$ cat config.mk
export PLATFORM = sky130hd
export DESIGN_NAME = hand_controller_button_interpreter_top_flat
export DESIGN_NICKNAME = d
export VERILOG_FILES = /design/src/design/hcbi_pkg.sv /design/src/design/hcbi_if.sv /design/src/design/hcbi_csr.sv /design/src/design/hcbi_level.sv /design/src/design/hcbi_core.sv /design/src/design/hand_controller_button_interpreter_top.sv /design/src/flat_wrapper.sv
export SDC_FILE = /design/constraint.sdc
export NUM_CORES = 1
export LEC_CHECK = 0
export ABC_CLOCK_PERIOD_IN_PS = 16400
export BUFFER_PORTS_ARGS = -buffer_cell sky130_fd_sc_hd__buf_2
export CAP_MARGIN = 20
export CORE_UTILIZATION = 60
export DETAILED_ROUTE_END_ITERATION = 7
export GPL_ROUTABILITY_DRIVEN = 0
export PLACE_DENSITY = 0.89
export RECOVER_POWER = 50
export SLEW_MARGIN = 10
export SYNTH_ARGS = -nofsm -noshare
export SYNTH_HDL_FRONTEND = slang
export SYNTH_SLANG_ARGS = --single-unit
$ cat constraint.sdc
create_clock -name clock -period 16.4 [get_ports clock]
set_clock_uncertainty 0.05 [all_clocks]
set_input_delay 0.82 -clock clock [delete_from_list [all_inputs] [get_ports clock]]
set_output_delay 0.82 -clock clock [all_outputs]
set_load 0.02 [all_outputs]
$ cat src/design/hcbi_pkg.sv
// Shared types and codes for the hand controller button interpreter.
`timescale 1ns / 1ps

package hcbi_pkg;

   localparam int LEVEL_W = 10;
   localparam int TIME_W  = 32;
   localparam int POS_W   = 32;
   localparam int MODE_W  = 10;
   localparam int CSR_IDX_W = 3;

   // Highest step mode that may still be doubled
   localparam logic [MODE_W-1:0] MODE_DOUBLE_MAX = 10'd256;
   localparam logic [MODE_W-1:0] MODE_BASE = 10'd1;

   typedef enum logic [CSR_IDX_W-1:0] {
      CSR_UP_LOW       = 3'd0,
      CSR_UP_HIGH      = 3'd1,
      CSR_DOWN_LOW     = 3'd2,
      CSR_DOWN_HIGH    = 3'd3,
      CSR_BOTH_LOW     = 3'd4,
      CSR_BOTH_HIGH    = 3'd5,
      CSR_PRESENT_LOW  = 3'd6,
      CSR_PRESENT_HIGH = 3'd7
   } csr_index_type;

   typedef enum logic [2:0] {
      BTN_NONE = 3'd0,
      BTN_UP   = 3'd1,
      BTN_DOWN = 3'd2,
      BTN_BOTH = 3'd3,
      BTN_OFF  = 3'd4
   } btn_type;

   typedef enum logic [2:0] {
      MOVE_NONE      = 3'd0,
      MOVE_NUDGE_UP  = 3'd1,
      MOVE_NUDGE_DN  = 3'd2,
      MOVE_CONT_UP   = 3'd3,
      MOVE_CONT_DN   = 3'd4
   } move_type;

   typedef struct packed {
      logic [LEVEL_W-1:0] up_low;
      logic [LEVEL_W-1:0] up_high;
      logic [LEVEL_W-1:0] down_low;
      logic [LEVEL_W-1:0] down_high;
      logic [LEVEL_W-1:0] both_low;
      logic [LEVEL_W-1:0] both_high;
      logic [LEVEL_W-1:0] present_low;
      logic [LEVEL_W-1:0] present_high;
   } cfg_type;

   typedef struct packed {
      logic [TIME_W-1:0]       now_ms;
      logic [LEVEL_W-1:0]      level_a;
      logic [LEVEL_W-1:0]      level_b;
      logic [LEVEL_W-1:0]      level_c;
      logic [LEVEL_W-1:0]      level_d;
      logic                    motor_busy;
      logic                    manual_busy;
      logic                    manual_continuous;
      logic signed [POS_W-1:0] current_position;
      logic [MODE_W-1:0]       current_step_mode;
   } req_item_type;

   // Decoded view of the averaged level
   typedef struct packed {
      btn_type band;     // BTN_OFF means outside the presence window
      logic    present;  // strictly inside the presence window
   } level_info_type;

   typedef struct packed {
      btn_type                 button;
      logic                    linked;
      logic                    stop_cmd;
      move_type                move_cmd;
      logic                    target_valid;
      logic signed [POS_W-1:0] target_position;
      logic                    mode_valid;
      logic [MODE_W-1:0]       new_step_mode;
   } rsp_item_type;

endpackage

$ cat src/design/hcbi_if.sv
// Request and response channel interfaces.
`timescale 1ns / 1ps

interface hcbi_req_if;
   logic        valid;
   logic        ready;
   logic [31:0] now_ms;
   logic [9:0]  level_a;
   logic [9:0]  level_b;
   logic [9:0]  level_c;
   logic [9:0]  level_d;
   logic        motor_busy;
   logic        manual_busy;
   logic        manual_continuous;
   logic signed [31:0] current_position;
   logic [9:0]  current_step_mode;

   modport source (
      output valid, now_ms, level_a, level_b, level_c, level_d, motor_busy,
             manual_busy, manual_continuous, current_position, current_step_mode,
      input  ready
   );
   modport sink (
      input  valid, now_ms, level_a, level_b, level_c, level_d, motor_busy,
             manual_busy, manual_continuous, current_position, current_step_mode,
      output ready
   );
endinterface

interface hcbi_rsp_if;
   logic        valid;
   logic        ready;
   logic [2:0]  button;
   logic        linked;
   logic        stop_cmd;
   logic [2:0]  move_cmd;
   logic        target_valid;
   logic signed [31:0] target_position;
   logic        mode_valid;
   logic [9:0]  new_step_mode;

   modport source (
      output valid, button, linked, stop_cmd, move_cmd, target_valid,
             target_position, mode_valid, new_step_mode,
      input  ready
   );
   modport sink (
      input  valid, button, linked, stop_cmd, move_cmd, target_valid,
             target_position, mode_valid, new_step_mode,
      output ready
   );
endinterface

$ cat src/design/hcbi_csr.sv
// Threshold register file of the button interpreter.
`timescale 1ns / 1ps

module hcbi_csr
   import hcbi_pkg::*;
(
   input  logic                 clock,
   input  logic                 reset,
   input  logic                 wr_en,
   input  logic [CSR_IDX_W-1:0] wr_index,
   input  logic [LEVEL_W-1:0]   wr_data,
   output cfg_type              cfg
);

   cfg_type cfg_ff;

   // Register writes, one field per index
   always_ff @(posedge clock) begin
      if (reset) begin
         cfg_ff.up_low       <= '0;
         cfg_ff.up_high      <= '0;
         cfg_ff.down_low     <= '0;
         cfg_ff.down_high    <= '0;
         cfg_ff.both_low     <= '0;
         cfg_ff.both_high    <= '0;
         cfg_ff.present_low  <= '0;
         cfg_ff.present_high <= '1;
      end else if (wr_en) begin
         unique case (csr_index_type'(wr_index))
            CSR_UP_LOW:       cfg_ff.up_low       <= wr_data;
            CSR_UP_HIGH:      cfg_ff.up_high      <= wr_data;
            CSR_DOWN_LOW:     cfg_ff.down_low     <= wr_data;
            CSR_DOWN_HIGH:    cfg_ff.down_high    <= wr_data;
            CSR_BOTH_LOW:     cfg_ff.both_low     <= wr_data;
            CSR_BOTH_HIGH:    cfg_ff.both_high    <= wr_data;
            CSR_PRESENT_LOW:  cfg_ff.present_low  <= wr_data;
            CSR_PRESENT_HIGH: cfg_ff.present_high <= wr_data;
            default: ;
         endcase
      end
   end

   assign cfg = cfg_ff;

endmodule

$ cat src/design/hcbi_level.sv
// Sample averaging and button band decode.
`timescale 1ns / 1ps

module hcbi_level
   import hcbi_pkg::*;
(
   input  req_item_type   item,
   input  cfg_type        cfg,
   output level_info_type info
);

   logic [LEVEL_W-1:0]   samp_a, samp_b, samp_c, samp_d;
   logic [LEVEL_W+1:0]   sum;
   logic [LEVEL_W-1:0]   avg;

   // Low samples count as zero, the divide stays fixed at four
   assign samp_a = (item.level_a >= cfg.present_low) ? item.level_a : '0;
   assign samp_b = (item.level_b >= cfg.present_low) ? item.level_b : '0;
   assign samp_c = (item.level_c >= cfg.present_low) ? item.level_c : '0;
   assign samp_d = (item.level_d >= cfg.present_low) ? item.level_d : '0;
   assign sum = {2'b00, samp_a} + {2'b00, samp_b} + {2'b00, samp_c} + {2'b00, samp_d};
   assign avg = sum[LEVEL_W+1:2];

   // Priority decode: up, down, both, then the presence window
   always_comb begin
      info.present = (avg > cfg.present_low) && (avg < cfg.present_high);
      if (avg > cfg.up_low && avg < cfg.up_high)
         info.band = BTN_UP;
      else if (avg > cfg.down_low && avg < cfg.down_high)
         info.band = BTN_DOWN;
      else if (avg > cfg.both_low && avg < cfg.both_high)
         info.band = BTN_BOTH;
      else if (avg > cfg.present_high || avg < cfg.present_low)
         info.band = BTN_OFF;
      else
         info.band = BTN_NONE;
   end

endmodule

$ cat src/design/hcbi_core.sv
// Connection, poll timing and press handling state with command decode.
`timescale 1ns / 1ps

module hcbi_core
   import hcbi_pkg::*;
#(
   parameter int HOLD_TIMEOUT_MS       = 500,
   parameter int MODE_RESET_TIMEOUT_MS = 2000,
   parameter int POLL_MS               = 20,
   parameter int DISCOVERY_MS          = 300,
   parameter int NUDGE_STEPS           = 100
)(
   input  logic           clock,
   input  logic           reset,
   input  logic           fire,
   input  req_item_type   item,
   input  level_info_type info,
   output rsp_item_type   result
);

   localparam logic [TIME_W-1:0] HoldT  = TIME_W'(HOLD_TIMEOUT_MS);
   localparam logic [TIME_W-1:0] ModeT  = TIME_W'(MODE_RESET_TIMEOUT_MS);
   localparam logic [TIME_W-1:0] PollT  = TIME_W'(POLL_MS);
   localparam logic [TIME_W-1:0] DiscT  = TIME_W'(DISCOVERY_MS);
   localparam logic [POS_W-1:0]  NudgeS = POS_W'(NUDGE_STEPS);

   logic              connected_ff, connected_in;
   logic [TIME_W-1:0] up_at_ff, up_at_in;
   logic [TIME_W-1:0] down_at_ff, down_at_in;
   logic [TIME_W-1:0] both_at_ff, both_at_in;
   logic [TIME_W-1:0] last_poll_ff, last_poll_in;
   logic [TIME_W-1:0] last_disc_ff, last_disc_in;
   logic              pending_ff, pending_in;

   logic [TIME_W-1:0] now;
   logic [TIME_W-1:0] disc_age, poll_age, up_age, down_age, both_age;
   logic              disc_due, conn_mid, poll, cont, released;
   logic              up_short, down_short;

   assign now      = item.now_ms;
   assign cont     = item.manual_continuous;
   assign disc_age = now - last_disc_ff;
   assign poll_age = now - last_poll_ff;
   assign up_age   = now - up_at_ff;
   assign down_age = now - down_at_ff;
   assign both_age = now - both_at_ff;

   assign disc_due   = (disc_age > DiscT) || (last_disc_ff == '0);
   assign conn_mid   = connected_ff || (disc_due && info.present);
   assign poll       = conn_mid && !(item.motor_busy && !cont) && (poll_age >= PollT);
   assign released   = (info.band == BTN_NONE) || (info.band == BTN_OFF);
   assign up_short   = (up_at_ff != '0) && (up_age <= HoldT);
   assign down_short = (down_at_ff != '0) && (down_age <= HoldT);

   // Next state and result of the tick in the input register
   always_comb begin
      connected_in = conn_mid;
      up_at_in     = up_at_ff;
      down_at_in   = down_at_ff;
      both_at_in   = both_at_ff;
      last_poll_in = last_poll_ff;
      last_disc_in = disc_due ? now : last_disc_ff;
      pending_in   = pending_ff;

      result.button          = BTN_OFF;
      result.stop_cmd        = 1'b0;
      result.move_cmd        = MOVE_NONE;
      result.target_valid    = 1'b0;
      result.target_position = '0;
      result.mode_valid      = 1'b0;
      result.new_step_mode   = '0;

      if (poll) begin
         last_poll_in  = now;
         result.button = info.band;
         if (info.band == BTN_OFF) begin
            connected_in = 1'b0;
            if (cont) result.stop_cmd = 1'b1;
         end

         if (!pending_ff) begin
            case (info.band) inside
               BTN_NONE, BTN_OFF: begin
                  if (cont) begin
                     result.stop_cmd = 1'b1;
                  end else if (up_short) begin
                     result.move_cmd        = MOVE_NUDGE_UP;
                     result.target_valid    = 1'b1;
                     result.target_position = item.current_position + NudgeS;
                  end else if (down_short) begin
                     result.move_cmd        = MOVE_NUDGE_DN;
                     result.target_valid    = 1'b1;
                     result.target_position = item.current_position - NudgeS;
                  end
                  up_at_in   = '0;
                  down_at_in = '0;
                  both_at_in = '0;
               end
               BTN_UP: begin
                  if (item.manual_busy && !cont) begin
                     result.stop_cmd = 1'b1;
                  end else if (up_at_ff == '0) begin
                     result.stop_cmd = 1'b1;
                     up_at_in   = now;
                     down_at_in = '0;
                     both_at_in = '0;
                  end else if (!cont && up_age > HoldT) begin
                     result.move_cmd = MOVE_CONT_UP;
                  end
               end
               BTN_DOWN: begin
                  if (item.manual_busy && !cont) begin
                     result.stop_cmd = 1'b1;
                  end else if (down_at_ff == '0) begin
                     result.stop_cmd = 1'b1;
                     up_at_in   = '0;
                     down_at_in = now;
                     both_at_in = '0;
                  end else if (!cont && down_age > HoldT) begin
                     result.move_cmd = MOVE_CONT_DN;
                  end
               end
               default: begin
                  // both buttons: arm a step mode change for the release
                  result.stop_cmd = 1'b1;
                  up_at_in   = '0;
                  down_at_in = '0;
                  both_at_in = now;
                  pending_in = 1'b1;
               end
            endcase
         end else if (released) begin
            if (both_age > ModeT) begin
               result.mode_valid    = 1'b1;
               result.new_step_mode = MODE_BASE;
            end else if (item.current_step_mode <= MODE_DOUBLE_MAX) begin
               result.mode_valid    = 1'b1;
               result.new_step_mode = {item.current_step_mode[MODE_W-2:0], 1'b0};
            end
            pending_in = 1'b0;
         end
      end

      result.linked = connected_in;
   end

   // State update once per processed tick
   always_ff @(posedge clock) begin
      if (reset) begin
         connected_ff <= 1'b0;
         up_at_ff     <= '0;
         down_at_ff   <= '0;
         both_at_ff   <= '0;
         last_poll_ff <= '0;
         last_disc_ff <= '0;
         pending_ff   <= 1'b0;
      end else if (fire) begin
         connected_ff <= connected_in;
         up_at_ff     <= up_at_in;
         down_at_ff   <= down_at_in;
         both_at_ff   <= both_at_in;
         last_poll_ff <= last_poll_in;
         last_disc_ff <= last_disc_in;
         pending_ff   <= pending_in;
      end
   end

endmodule

$ cat src/design/hand_controller_button_interpreter_top.sv
// Top level of the hand controller button interpreter.
`timescale 1ns / 1ps
//
// Interprets a resistor-ladder hand controller, one tick per request transfer.
// req_if carries a tick: time in ms, four ADC samples, motor status flags,
// focuser position and step mode. rsp_if returns exactly one result per tick:
// decoded button, link status, stop and move commands, a nudge target and a
// new step mode. csr_* writes the eight 10-bit level thresholds by index.
// A tick taken into the input register has its result on rsp_if from the result register.
// Throughput: one tick per cycle while the receiver does not stall; the tick
// state (connection, press times, poll and discovery times) is read between the
// input register and the result register and updated as the result is registered.
// Reset clears the connection and all timing state, sets the thresholds to
// zero except the presence ceiling (all ones), and empties both registers.
// When the receiver stalls, the result register holds its transfer and the
// input register still takes one more tick; further requests then wait.
// Thresholds are to be written by the user only while no tick is in flight; the block does not enforce it.
//
module hand_controller_button_interpreter_top
   import hcbi_pkg::*;
#(
   parameter int HOLD_TIMEOUT_MS       = 500,
   parameter int MODE_RESET_TIMEOUT_MS = 2000,
   parameter int POLL_MS               = 20,
   parameter int DISCOVERY_MS          = 300,
   parameter int NUDGE_STEPS           = 100
)(
   input  logic                 clock,
   input  logic                 reset,
   hcbi_req_if.sink             req_if,
   hcbi_rsp_if.source           rsp_if,
   input  logic                 csr_wr_en,
   input  logic [CSR_IDX_W-1:0] csr_index,
   input  logic [LEVEL_W-1:0]   csr_wr_data
);

   cfg_type        cfg;
   req_item_type   req_item;
   req_item_type   item_ff;
   logic           item_valid_ff;
   level_info_type info;
   rsp_item_type   result;
   rsp_item_type   rsp_ff;
   logic           rsp_valid_ff;
   logic           advance;
   logic           req_take;

   // Flow control between input and result registers
   assign advance  = item_valid_ff && (!rsp_valid_ff || rsp_if.ready);
   assign req_take = req_if.valid && req_if.ready;
   assign req_if.ready = !item_valid_ff || advance;

   assign req_item.now_ms            = req_if.now_ms;
   assign req_item.level_a           = req_if.level_a;
   assign req_item.level_b           = req_if.level_b;
   assign req_item.level_c           = req_if.level_c;
   assign req_item.level_d           = req_if.level_d;
   assign req_item.motor_busy        = req_if.motor_busy;
   assign req_item.manual_busy       = req_if.manual_busy;
   assign req_item.manual_continuous = req_if.manual_continuous;
   assign req_item.current_position  = req_if.current_position;
   assign req_item.current_step_mode = req_if.current_step_mode;

   // Input register
   always_ff @(posedge clock) begin
      if (reset) begin
         item_valid_ff <= 1'b0;
      end else if (req_if.ready) begin
         item_valid_ff <= req_if.valid;
      end
      if (req_take) begin
         item_ff <= req_item;
      end
   end

   hcbi_csr u_csr (
      .clock    (clock),
      .reset    (reset),
      .wr_en    (csr_wr_en),
      .wr_index (csr_index),
      .wr_data  (csr_wr_data),
      .cfg      (cfg)
   );

   hcbi_level u_level (
      .item (item_ff),
      .cfg  (cfg),
      .info (info)
   );

   hcbi_core #(
      .HOLD_TIMEOUT_MS       (HOLD_TIMEOUT_MS),
      .MODE_RESET_TIMEOUT_MS (MODE_RESET_TIMEOUT_MS),
      .POLL_MS               (POLL_MS),
      .DISCOVERY_MS          (DISCOVERY_MS),
      .NUDGE_STEPS           (NUDGE_STEPS)
   ) u_core (
      .clock  (clock),
      .reset  (reset),
      .fire   (advance),
      .item   (item_ff),
      .info   (info),
      .result (result)
   );

   // Result register
   always_ff @(posedge clock) begin
      if (reset) begin
         rsp_valid_ff <= 1'b0;
      end else if (advance) begin
         rsp_valid_ff <= 1'b1;
      end else if (rsp_if.ready) begin
         rsp_valid_ff <= 1'b0;
      end
      if (advance) begin
         rsp_ff <= result;
      end
   end

   assign rsp_if.valid           = rsp_valid_ff;
   assign rsp_if.button          = rsp_ff.button;
   assign rsp_if.linked          = rsp_ff.linked;
   assign rsp_if.stop_cmd        = rsp_ff.stop_cmd;
   assign rsp_if.move_cmd        = rsp_ff.move_cmd;
   assign rsp_if.target_valid    = rsp_ff.target_valid;
   assign rsp_if.target_position = rsp_ff.target_position;
   assign rsp_if.mode_valid      = rsp_ff.mode_valid;
   assign rsp_if.new_step_mode   = rsp_ff.new_step_mode;

   // A nudge target only comes with a nudge move
   a_target_nudge: assert property (@(posedge clock) disable iff (reset)
      rsp_valid_ff && rsp_ff.target_valid |->
         (rsp_ff.move_cmd == MOVE_NUDGE_UP) || (rsp_ff.move_cmd == MOVE_NUDGE_DN))
      else $error("target without nudge move");

   // Not linked after a tick means no button was decoded
   a_unlinked_off: assert property (@(posedge clock) disable iff (reset)
      rsp_valid_ff && !rsp_ff.linked |-> rsp_ff.button == BTN_OFF)
      else $error("button decoded while unlinked");

   // A continuous move is never paired with a stop
   a_cont_no_stop: assert property (@(posedge clock) disable iff (reset)
      rsp_valid_ff && ((rsp_ff.move_cmd == MOVE_CONT_UP) || (rsp_ff.move_cmd == MOVE_CONT_DN))
         |-> !rsp_ff.stop_cmd)
      else $error("stop with continuous move");

   // Nothing is presented right after reset
   a_reset_empty: assert property (@(posedge clock)
      reset |=> !rsp_valid_ff && !item_valid_ff)
      else $error("registers not empty after reset");

endmodule
$ cat src/flat_wrapper.sv
// flat-port wrapper written by rule: the top's interface ports become plain ports
module hand_controller_button_interpreter_top_flat import hcbi_pkg::*;
#(
   parameter int HOLD_TIMEOUT_MS       = 500,
   parameter int MODE_RESET_TIMEOUT_MS = 2000,
   parameter int POLL_MS               = 20,
   parameter int DISCOVERY_MS          = 300,
   parameter int NUDGE_STEPS           = 100
)
  (clock, reset, csr_wr_en, csr_index, csr_wr_data, req_if_valid, req_if_now_ms, req_if_level_a, req_if_level_b, req_if_level_c, req_if_level_d, req_if_motor_busy, req_if_manual_busy, req_if_manual_continuous, req_if_current_position, req_if_current_step_mode, req_if_ready, rsp_if_valid, rsp_if_button, rsp_if_linked, rsp_if_stop_cmd, rsp_if_move_cmd, rsp_if_target_valid, rsp_if_target_position, rsp_if_mode_valid, rsp_if_new_step_mode, rsp_if_ready);
  hcbi_req_if req_if_i ();
  hcbi_rsp_if rsp_if_i ();
  input  logic clock;
  input  logic reset;
  input  logic csr_wr_en;
  input  logic [CSR_IDX_W-1:0] csr_index;
  input  logic [LEVEL_W-1:0] csr_wr_data;
  input wire logic [$bits(req_if_i.valid)-1:0] req_if_valid;
  input wire logic [$bits(req_if_i.now_ms)-1:0] req_if_now_ms;
  input wire logic [$bits(req_if_i.level_a)-1:0] req_if_level_a;
  input wire logic [$bits(req_if_i.level_b)-1:0] req_if_level_b;
  input wire logic [$bits(req_if_i.level_c)-1:0] req_if_level_c;
  input wire logic [$bits(req_if_i.level_d)-1:0] req_if_level_d;
  input wire logic [$bits(req_if_i.motor_busy)-1:0] req_if_motor_busy;
  input wire logic [$bits(req_if_i.manual_busy)-1:0] req_if_manual_busy;
  input wire logic [$bits(req_if_i.manual_continuous)-1:0] req_if_manual_continuous;
  input wire logic [$bits(req_if_i.current_position)-1:0] req_if_current_position;
  input wire logic [$bits(req_if_i.current_step_mode)-1:0] req_if_current_step_mode;
  output wire logic [$bits(req_if_i.ready)-1:0] req_if_ready;
  output wire logic [$bits(rsp_if_i.valid)-1:0] rsp_if_valid;
  output wire logic [$bits(rsp_if_i.button)-1:0] rsp_if_button;
  output wire logic [$bits(rsp_if_i.linked)-1:0] rsp_if_linked;
  output wire logic [$bits(rsp_if_i.stop_cmd)-1:0] rsp_if_stop_cmd;
  output wire logic [$bits(rsp_if_i.move_cmd)-1:0] rsp_if_move_cmd;
  output wire logic [$bits(rsp_if_i.target_valid)-1:0] rsp_if_target_valid;
  output wire logic [$bits(rsp_if_i.target_position)-1:0] rsp_if_target_position;
  output wire logic [$bits(rsp_if_i.mode_valid)-1:0] rsp_if_mode_valid;
  output wire logic [$bits(rsp_if_i.new_step_mode)-1:0] rsp_if_new_step_mode;
  input wire logic [$bits(rsp_if_i.ready)-1:0] rsp_if_ready;
  assign req_if_i.valid = req_if_valid;
  assign req_if_i.now_ms = req_if_now_ms;
  assign req_if_i.level_a = req_if_level_a;
  assign req_if_i.level_b = req_if_level_b;
  assign req_if_i.level_c = req_if_level_c;
  assign req_if_i.level_d = req_if_level_d;
  assign req_if_i.motor_busy = req_if_motor_busy;
  assign req_if_i.manual_busy = req_if_manual_busy;
  assign req_if_i.manual_continuous = req_if_manual_continuous;
  assign req_if_i.current_position = req_if_current_position;
  assign req_if_i.current_step_mode = req_if_current_step_mode;
  assign req_if_ready = req_if_i.ready;
  assign rsp_if_valid = rsp_if_i.valid;
  assign rsp_if_button = rsp_if_i.button;
  assign rsp_if_linked = rsp_if_i.linked;
  assign rsp_if_stop_cmd = rsp_if_i.stop_cmd;
  assign rsp_if_move_cmd = rsp_if_i.move_cmd;
  assign rsp_if_target_valid = rsp_if_i.target_valid;
  assign rsp_if_target_position = rsp_if_i.target_position;
  assign rsp_if_mode_valid = rsp_if_i.mode_valid;
  assign rsp_if_new_step_mode = rsp_if_i.new_step_mode;
  assign rsp_if_i.ready = rsp_if_ready;
  hand_controller_button_interpreter_top #(.HOLD_TIMEOUT_MS(HOLD_TIMEOUT_MS), .MODE_RESET_TIMEOUT_MS(MODE_RESET_TIMEOUT_MS), .POLL_MS(POLL_MS), .DISCOVERY_MS(DISCOVERY_MS), .NUDGE_STEPS(NUDGE_STEPS)) u_core (.clock(clock), .reset(reset), .req_if(req_if_i), .rsp_if(rsp_if_i), .csr_wr_en(csr_wr_en), .csr_index(csr_index), .csr_wr_data(csr_wr_data));
endmodule
* Yosys cells after proc, flatten, opt, wreduce, memory -nomap -nowiden
Index checks and enable logic that the tools add are counted.
** Storage, ports and cells
- Logic and storage cells :: 196
- Bits in registers :: 413
- Input port bits :: 135
- Output and inout bits :: 54
** Cells by class
- Eq/ne operators :: 14
- Muxes and demuxes :: 60
- $lt $le $gt $ge :: 22
- Bitwise gates (word level) :: 5
- Reduce and logical (&&, ||, !) cells :: 49
- Add/sub/neg operators :: 10
** Operator list (number)
- two-way mux 32 bit :: 17
- subtractor 32 bit :: 5
- two-way mux 35 bit :: 3
- greater-than comparator 32 x 9 -> 1 bit, second input constant :: 3
- logical NOT 32 bit :: 3
- less-or-equal comparator 32 x 9 -> 1 bit, second input constant :: 2
- nonzero test 32 bit :: 2
- greater-than comparator 10 bit :: 5
- less-than comparator 10 bit :: 5
- greater-or-equal comparator 10 bit :: 4
- two-way mux 10 bit :: 4
- two-way mux 37 bit :: 1
- two-way mux 3 bit :: 12
- two-way mux 33 bit :: 1
- adder 32 x 7 -> 32 bit, second input constant :: 1
- greater-or-equal comparator 32 x 5 -> 1 bit, second input constant :: 1
- greater-than comparator 32 x 11 -> 1 bit, second input constant :: 1
- subtractor 32 x 7 -> 32 bit, second input constant :: 1
- two-way mux 11 bit :: 2
- AND reduction 2 bit :: 10
- two-way mux 1 bit :: 19
- == test 3 bit, second input constant :: 5
- logical AND 1 bit :: 15
- adder 11 x 10 -> 12 bit :: 1
- other kinds (19) :: 37

* Longest topological paths before layout
- Word-level depth :: 19
- Mapped depth :: 43

* Hierarchy
From an unflattened synthesis, not the netlist that was laid out.
** Unflattened totals
- Cell total of the unflattened synthesis :: 3511
- Area total of the unflattened synthesis :: 30414.2 um^2
** By module, submodules not included
- hcbi_core :: instances 1, area each 18087.3 um^2, seq. area each 3243.1 um^2, cells an instance 2536
- hand_controller_button_interpreter_top :: instances 1, area each 5178.7 um^2, seq. area each 5114.9 um^2, cells an instance 179
- hcbi_level :: instances 1, area each 3958.8 um^2, seq. area each 0.0 um^2, cells an instance 505
- hcbi_csr :: instances 1, area each 3189.3 um^2, seq. area each 1601.5 um^2, cells an instance 291

* Worst setup path after synthesis
OpenSTA, ideal clock, no wires.
- Path kind :: register to register
- From :: register u_core.item_ff[75] (netlist name)
- To :: register u_core.u_core.up_at_ff[0]
- Arrival :: 8060 ps
- Setup time :: 117 ps
- Path buffers :: 2
- Setup slack :: 8173 ps
- Cell stages (with the launch flop) :: 41
- Required time :: 16233 ps
- Clock period less this slack :: 8227 ps
- Path through :: edfxtp_1 > inv_1 > ha_1 > nand2b_1 > a21o_1 > a21o_1 > a21o_1 > a21o_1 > a21o_1 > a21oi_1 > nor2b_1 > o21ai_0 > nand2b_1 > a21oi_1 > nor2b_1 > fa_1 > inv_1 > fa_1 > [5 not listed] > a21oi_1 > o21bai_1 > a21oi_1 > nor2b_1 > o21ai_0 > nand2b_1 > ha_1 > a211o_1 > o221ai_1 > nor2_1 > o31a_1 > o21ai_1 > nand2_1 > a2111oi_0 > nand3_1 > buf_2 > clkbuf_1 > a32o_1
** On the way
- Cells in the longest elaborated chain, start to end :: 15
- Elaborated cells between the ends (all ways) :: 41
- Those cells by class :: add/sub: 3; order compare: 11; eq/ne: 7; mux: 8; reduce/logical: 12
** Ends and longest elaborated chain
- start: declaration :: line hand_controller_button_interpreter_top.sv:39 : req_item_type item_ff;
- start signal: assignment :: line hand_controller_button_interpreter_top.sv:72 : item_ff <= req_item;
- greater-or-equal comparator 10 bit :: line hcbi_level.sv:17 : assign samp_a = (item.level_a >= cfg.present_low) ? item.level_a : '0;
- two-way mux 10 bit * :: line hcbi_level.sv:17
- adder 10 x 10 -> 11 bit * :: line hcbi_level.sv:21 : assign sum = {2'b00, samp_a} + {2'b00, samp_b} + {2'b00, samp_c} + {2'b00, samp_d};
- adder 11 x 10 -> 12 bit * :: line hcbi_level.sv:21
- adder 12 x 10 -> 12 bit * :: line hcbi_level.sv:21
- greater-than comparator 10 bit or less-than comparator 10 bit (tied branches) :: line hcbi_level.sv:33 : else if (avg > cfg.present_high || avg < cfg.present_low)
- logical OR 1 bit :: line hcbi_level.sv:33
- two-way mux 3 bit :: line hcbi_level.sv:33
- two-way mux 3 bit :: line hcbi_level.sv:31 : else if (avg > cfg.both_low && avg < cfg.both_high)
- two-way mux 3 bit :: line hcbi_level.sv:29 : else if (avg > cfg.down_low && avg < cfg.down_high)
- two-way mux 3 bit :: line hcbi_level.sv:27 : if (avg > cfg.up_low && avg < cfg.up_high)
- == test 3 bit (no source line), or another cell as far along
- OR reduction 2 bit or two-way mux 32 bit (tied branches) :: line hcbi_core.sv:82 : case (info.band) inside
- != test 4 x 2 -> 1 bit (no source line), or another cell as far along
- AND reduction 7 bit (no source line) or two-way mux 32 bit (tied branches)
- end signal: assignment :: line hcbi_core.sv:159 : up_at_ff <= up_at_in;
- end: declaration :: line hcbi_core.sv:28 : logic [TIME_W-1:0] up_at_ff, up_at_in;
Mark *: on every way between the ends. The rest lies on a longest branch, timed or not.
A chain may end at the register's enable or synchronous reset.

* Worst setup path after layout
- From :: register u_core.item_ff[65] (netlist name)
- To :: register u_core.u_core.both_at_ff[0]
** On the way
- Cells in the longest elaborated chain, start to end :: 15
- Elaborated cells between the ends (all ways) :: 41
- Those cells by class :: add/sub: 3; order compare: 11; eq/ne: 7; mux: 8; reduce/logical: 12
** Ends and longest elaborated chain
- greater-or-equal comparator 10 bit :: line hcbi_level.sv:18 : assign samp_b = (item.level_b >= cfg.present_low) ? item.level_b : '0;
- two-way mux 10 bit * :: line hcbi_level.sv:18
- adder 10 x 10 -> 11 bit * :: line hcbi_level.sv:21
- adder 11 x 10 -> 12 bit * :: line hcbi_level.sv:21
- adder 12 x 10 -> 12 bit * :: line hcbi_level.sv:21
- greater-than comparator 10 bit or less-than comparator 10 bit (tied branches) :: line hcbi_level.sv:33
- logical OR 1 bit :: line hcbi_level.sv:33
- two-way mux 3 bit :: line hcbi_level.sv:33
- two-way mux 3 bit :: line hcbi_level.sv:31
- two-way mux 3 bit :: line hcbi_level.sv:29
- two-way mux 3 bit :: line hcbi_level.sv:27
- == test 3 bit (no source line), or another cell as far along
- OR reduction 2 bit or two-way mux 32 bit (tied branches) :: line hcbi_core.sv:82
- != test 4 x 2 -> 1 bit (no source line), or another cell as far along
- AND reduction 7 bit (no source line) or two-way mux 32 bit (tied branches)
- end signal: assignment :: line hcbi_core.sv:161 : both_at_ff <= both_at_in;
- end: declaration :: line hcbi_core.sv:30 : logic [TIME_W-1:0] both_at_ff, both_at_in;
Marks and branches as above.

==> impl_metrics.py <==
metrics = {
    "timing": {
        "fmax_mhz": 91.88,
        "post-route-period-util_pct": 66.36,
        "worst_slew_margin_rel_pct": -129.9,
        "setup_violations": 0,
        "min_period_ns": 10.88,
        "setup_tns_ns": 0,
        "fin_ws_ns": 5.516,
        "worst_pin_slew_ns": 3.449,
        "slew_viol_final": 350,
        "hold_violations": 0,
        "rsz0062_at_grt": "no",
    },
    "floorplan": {
        "initial_core_util_pct": 61.30,
        "die_height_um": 223.8,
        "die-area_sq_mm": 0.05008,
        "io_pins": 189,
        "rows": 80,
        "core_region_area_sq_mm": 0.04815,
        "die_width_um": 223.8,
    },
    "synthesis": {
        "synth_seq_cells": 413,
        "ys_seq_area_share_pct": 33.75,
        "synthFlopType": "dfxtp_1",
        "synthArstFlopShare_pct": 0,
        "synth_edf_count": 169,
        "syn_area_sq_mm": 0.02951,
        "ys_types": 97,
        "synth.avg_cell_area_sq_um": 8.488,
        "synth_nets": 3918,
        "yosysWarnings": 0,
        "synth_cells": 3477,
    },
    "critical_path": {
        "critical_path_class": "reg -> reg",
        "critPathTopFamily": "compound AO/OA/AOI/OAI gates",
        "cp_max_fo": 89,
        "critPathBufInv": 4,
        "cpMaxStageDelayCell": "a2111oi_0",
        "required_ns": 16.85,
        "cp-end-kind": "flop",
        "critPathLaunchType": "flop",
        "max_stage_delay_ns": 0.71,
        "cp.arrival_ns": 11.33,
    },
    "power_and_ir_drop": {
        "power_leakage_nw": 12.70,
        "internal_power_w": 0.002410,
        "p_switching_w": 0.001645,
        "peakVddDrop_mv": 0.1154,
        "p_seq_share_pct": 29.8,
        "clkPwrFrac_pct": 24.7,
        "swShare_pct": 40.57,
        "p_per_area_mw_per_mm2": 125.0,
        "p_comb_share_pct": 45.4,
    },
    "drt": {
        "drc": 0,
        "finalWirelength_mm": 80.20,
        "via_count": 26960,
        "postRouteAntennaNets": 0,
        "first_iter_violations": 2635,
        "viasPerCell": 6.248,
        "drtPass1Iterations": 6,
        "wire_per_inst_um": 18.59,
    },
    "clock_network": {
        "cts-htree-levels": 2,
        "cts.sink_count": 413,
        "cts.path.max_buffers": 3,
        "clkLatencyLatePin_ns": 0.62,
        "clk_pin_slew_ns": 0.06,
        "cts_inserted_buffers": 45,
        "cts_tree": "yes",
        "cts_resized": 0,
        "cts_setup_buffers": 0,
        "cts_root_buffer": "clkbuf_16",
        "cts_hold_buf": 0,
    },
    "place": {
        "place_ws_ns": 5.796,
        "dp_hpwl_mm": 56.52,
        "port_buffers": 188,
    },
    "global_routing": {
        "antenna_found_initial": 0,
        "grt_max_degree": 90,
        "grt_pass1_vias": 25110,
        "grt_overflow": 0,
        "grt_pass1_wl_mm": 127.5,
        "grtUsageTotal_pct": 31.32,
    },
    "status": {
        "violations": "max-capacitance violations, max-slew violations",
        "status": "complete, but fails checks",
    },
    "hold_path": {
        "hold_path_class": "in -> reg",
    },
    "layout": {
        "final_nets": 4064,
        "fillers": 3770,
        "layout-drive-gt1-share_pct": 8.062,
        "num_antenna_cells": 0,
        "area_growth_syn_to_layout_pct": 9.971,
    },
    "job": {
        "drv_cap": 6,
    },
}
layout by cell type (no fill, tap or decap), drive strengths merged, types with 36 or more instances in the layout:
| cell type | Yosys | layout |
|---|---|---|
| a21o | 83 | 83 |
| a21oi | 276 | 276 |
| and3 | 39 | 39 |
| buf | 16 | 166 |
| clkbuf | 120 | 124 |
| dfxtp | 244 | 244 |
| edfxtp | 169 | 169 |
| ha | 283 | 283 |
| inv | 347 | 350 |
| mux2 | 36 | 36 |
| mux2i | 82 | 82 |
| nand2 | 402 | 402 |
| nand2b | 50 | 50 |
| nand3 | 67 | 67 |
| nand4 | 40 | 40 |
| nor2 | 250 | 250 |
| nor2b | 71 | 71 |
| nor3 | 68 | 68 |
| nor4 | 42 | 42 |
| o211ai | 37 | 37 |
| o21a | 46 | 46 |
| o21ai | 123 | 123 |
| or2 | 41 | 41 |
| xnor2 | 45 | 45 |
layout make-up:
| type | count | area, sq um | area share [%] |
|---|---|---|---|
| multi-input cells | 2579 | 17730 | 54.63 |
| flip-flops and latches | 413 | 9960 | 30.69 |
| inverters | 349 | 1310 | 4.036 |
| clock buffers | 55 | 1224 | 3.770 |
| repair buffers | 235 | 1201 | 3.701 |
| well taps | 656 | 820.8 | 2.529 |
| clock inverters | 28 | 211.5 | 0.6515 |
power by group through the flow:
stage | Combinational (W) | Sequential, W | Clock, W
6_report | 0.00184 | 0.00121 | 0.00100
2_1_floorplan | 0.00129 | 0.00123 | 0
3_5_place_dp | 0.00178 | 0.00123 | 0
5_1_grt | 0.00202 | 0.00122 | 0.00105
3_3_place_gp | 0.00171 | 0.00122 | 0
4_1_cts | 0.00181 | 0.00121 | 0.00101
synthesized netlist by cell type, drive strengths merged, types with 23 or more instances:
library cell | n | area, sq um
nand2 | 402 | 1509
o21a | 46 | 345.3
or2 | 41 | 256.5
and3 | 39 | 244.0
mux2i | 82 | 820.8
xor2 | 32 | 280.3
nor3 | 68 | 345.3
o221ai | 26 | 227.7
a21oi | 276 | 1381
a211oi | 26 | 195.2
ha | 283 | 3541
edfxtp | 169 | 5075
mux2 | 36 | 405.4
a31oi | 25 | 162.6
inv | 347 | 1303
nor2 | 250 | 938.4
and2 | 26 | 162.7
nand2b | 50 | 320.3
or3 | 28 | 205.2
nand3 | 67 | 335.3
o22ai | 25 | 156.4
nand4 | 40 | 250.2
o21ai | 123 | 615.6
nor2b | 71 | 444.2
xnor2 | 45 | 394.1
o211ai | 37 | 277.8
a32o | 34 | 340.3
nor4 | 42 | 262.8
clkbuf | 120 | 463.0
fa | 23 | 460.4
a21o | 83 | 623.1
dfxtp | 244 | 4885
sequential cells by signal (all words and copies together) (netlist names):
register / cells
u_core.u_core.up_at_ff: 32
u_core.u_core.both_at_ff: 32
u_core.rsp_if.new_step_mode: 10
u_core.u_core.last_disc_ff: 32
u_core.rsp_if.valid: 1
u_core.rsp_if.move_cmd: 3
u_core.rsp_if.mode_valid: 1
u_core.rsp_if.linked: 1
u_core.u_core.down_at_ff: 32
u_core.rsp_if.stop_cmd: 1
u_core.item_ff: 117
u_core.u_csr.cfg: 80
u_core.u_core.pending_ff: 1
u_core.rsp_if.target_position: 32
u_core.rsp_if.target_valid: 1
u_core.rsp_if.button: 3
u_core.item_valid_ff: 1
u_core.u_core.connected_ff: 1
u_core.u_core.last_poll_ff: 32
path summary, 6_finish.rpt:
kind / start / slack (ns) / endpoint / cells after the start
max: u_core.item_ff[65] / 5.52 / u_core.u_core.both_at_ff[0] / 42
min: req_if_current_position[16] / 0.33 / u_core.item_ff[26] / 1
max reg2reg: u_core.item_ff[65] / 5.52 / u_core.u_core.both_at_ff[0] / 42
min reg2reg: u_core.u_core.both_at_ff[13] / 0.40 / u_core.u_core.both_at_ff[13] / 2
per-stage QoR:
stage	instance area [sq um]	utilization (%)	hold slack (ns)	power, W	instances
3_5_place_dp	31110	64.61	0.3936	0.003011	4229
5_1_grt	32460	67.41	0.3169	0.004285	4315
6_report	32460	67.41	0.3260	0.004056	4315
4_1_cts	32540	67.59	0.3036	0.004020	4312
2_1_floorplan	29510	-	0.3819	0.002522	3477
3_3_place_gp	31090	64.58	0.3873	0.002939	4228
logic make-up after synthesis:
family / count (synthesis) / share of synthesized area, %
multiplexers: 118 / 4.155
XOR/XNOR: 77 / 2.285
adder cells (fa/ha/maj): 306 / 13.56
AND/OR/NAND/NOR: 1188 / 19.72
flip-flops: 413 / 33.75
AO/OA/AOI/OAI: 890 / 20.25
buffers and inverters: 485 / 6.287
layer usage:
layer,GRT usage [%],vias to the layer above,share of wire [%]
li1,-,12810,-
met1,40.77,12580,41
met4,13.50,0,4.0
met5,0,-,0
met2,51.82,1316,46
met3,4.591,263,9.2
Note: power is estimated with default switching activity, not from simulation.
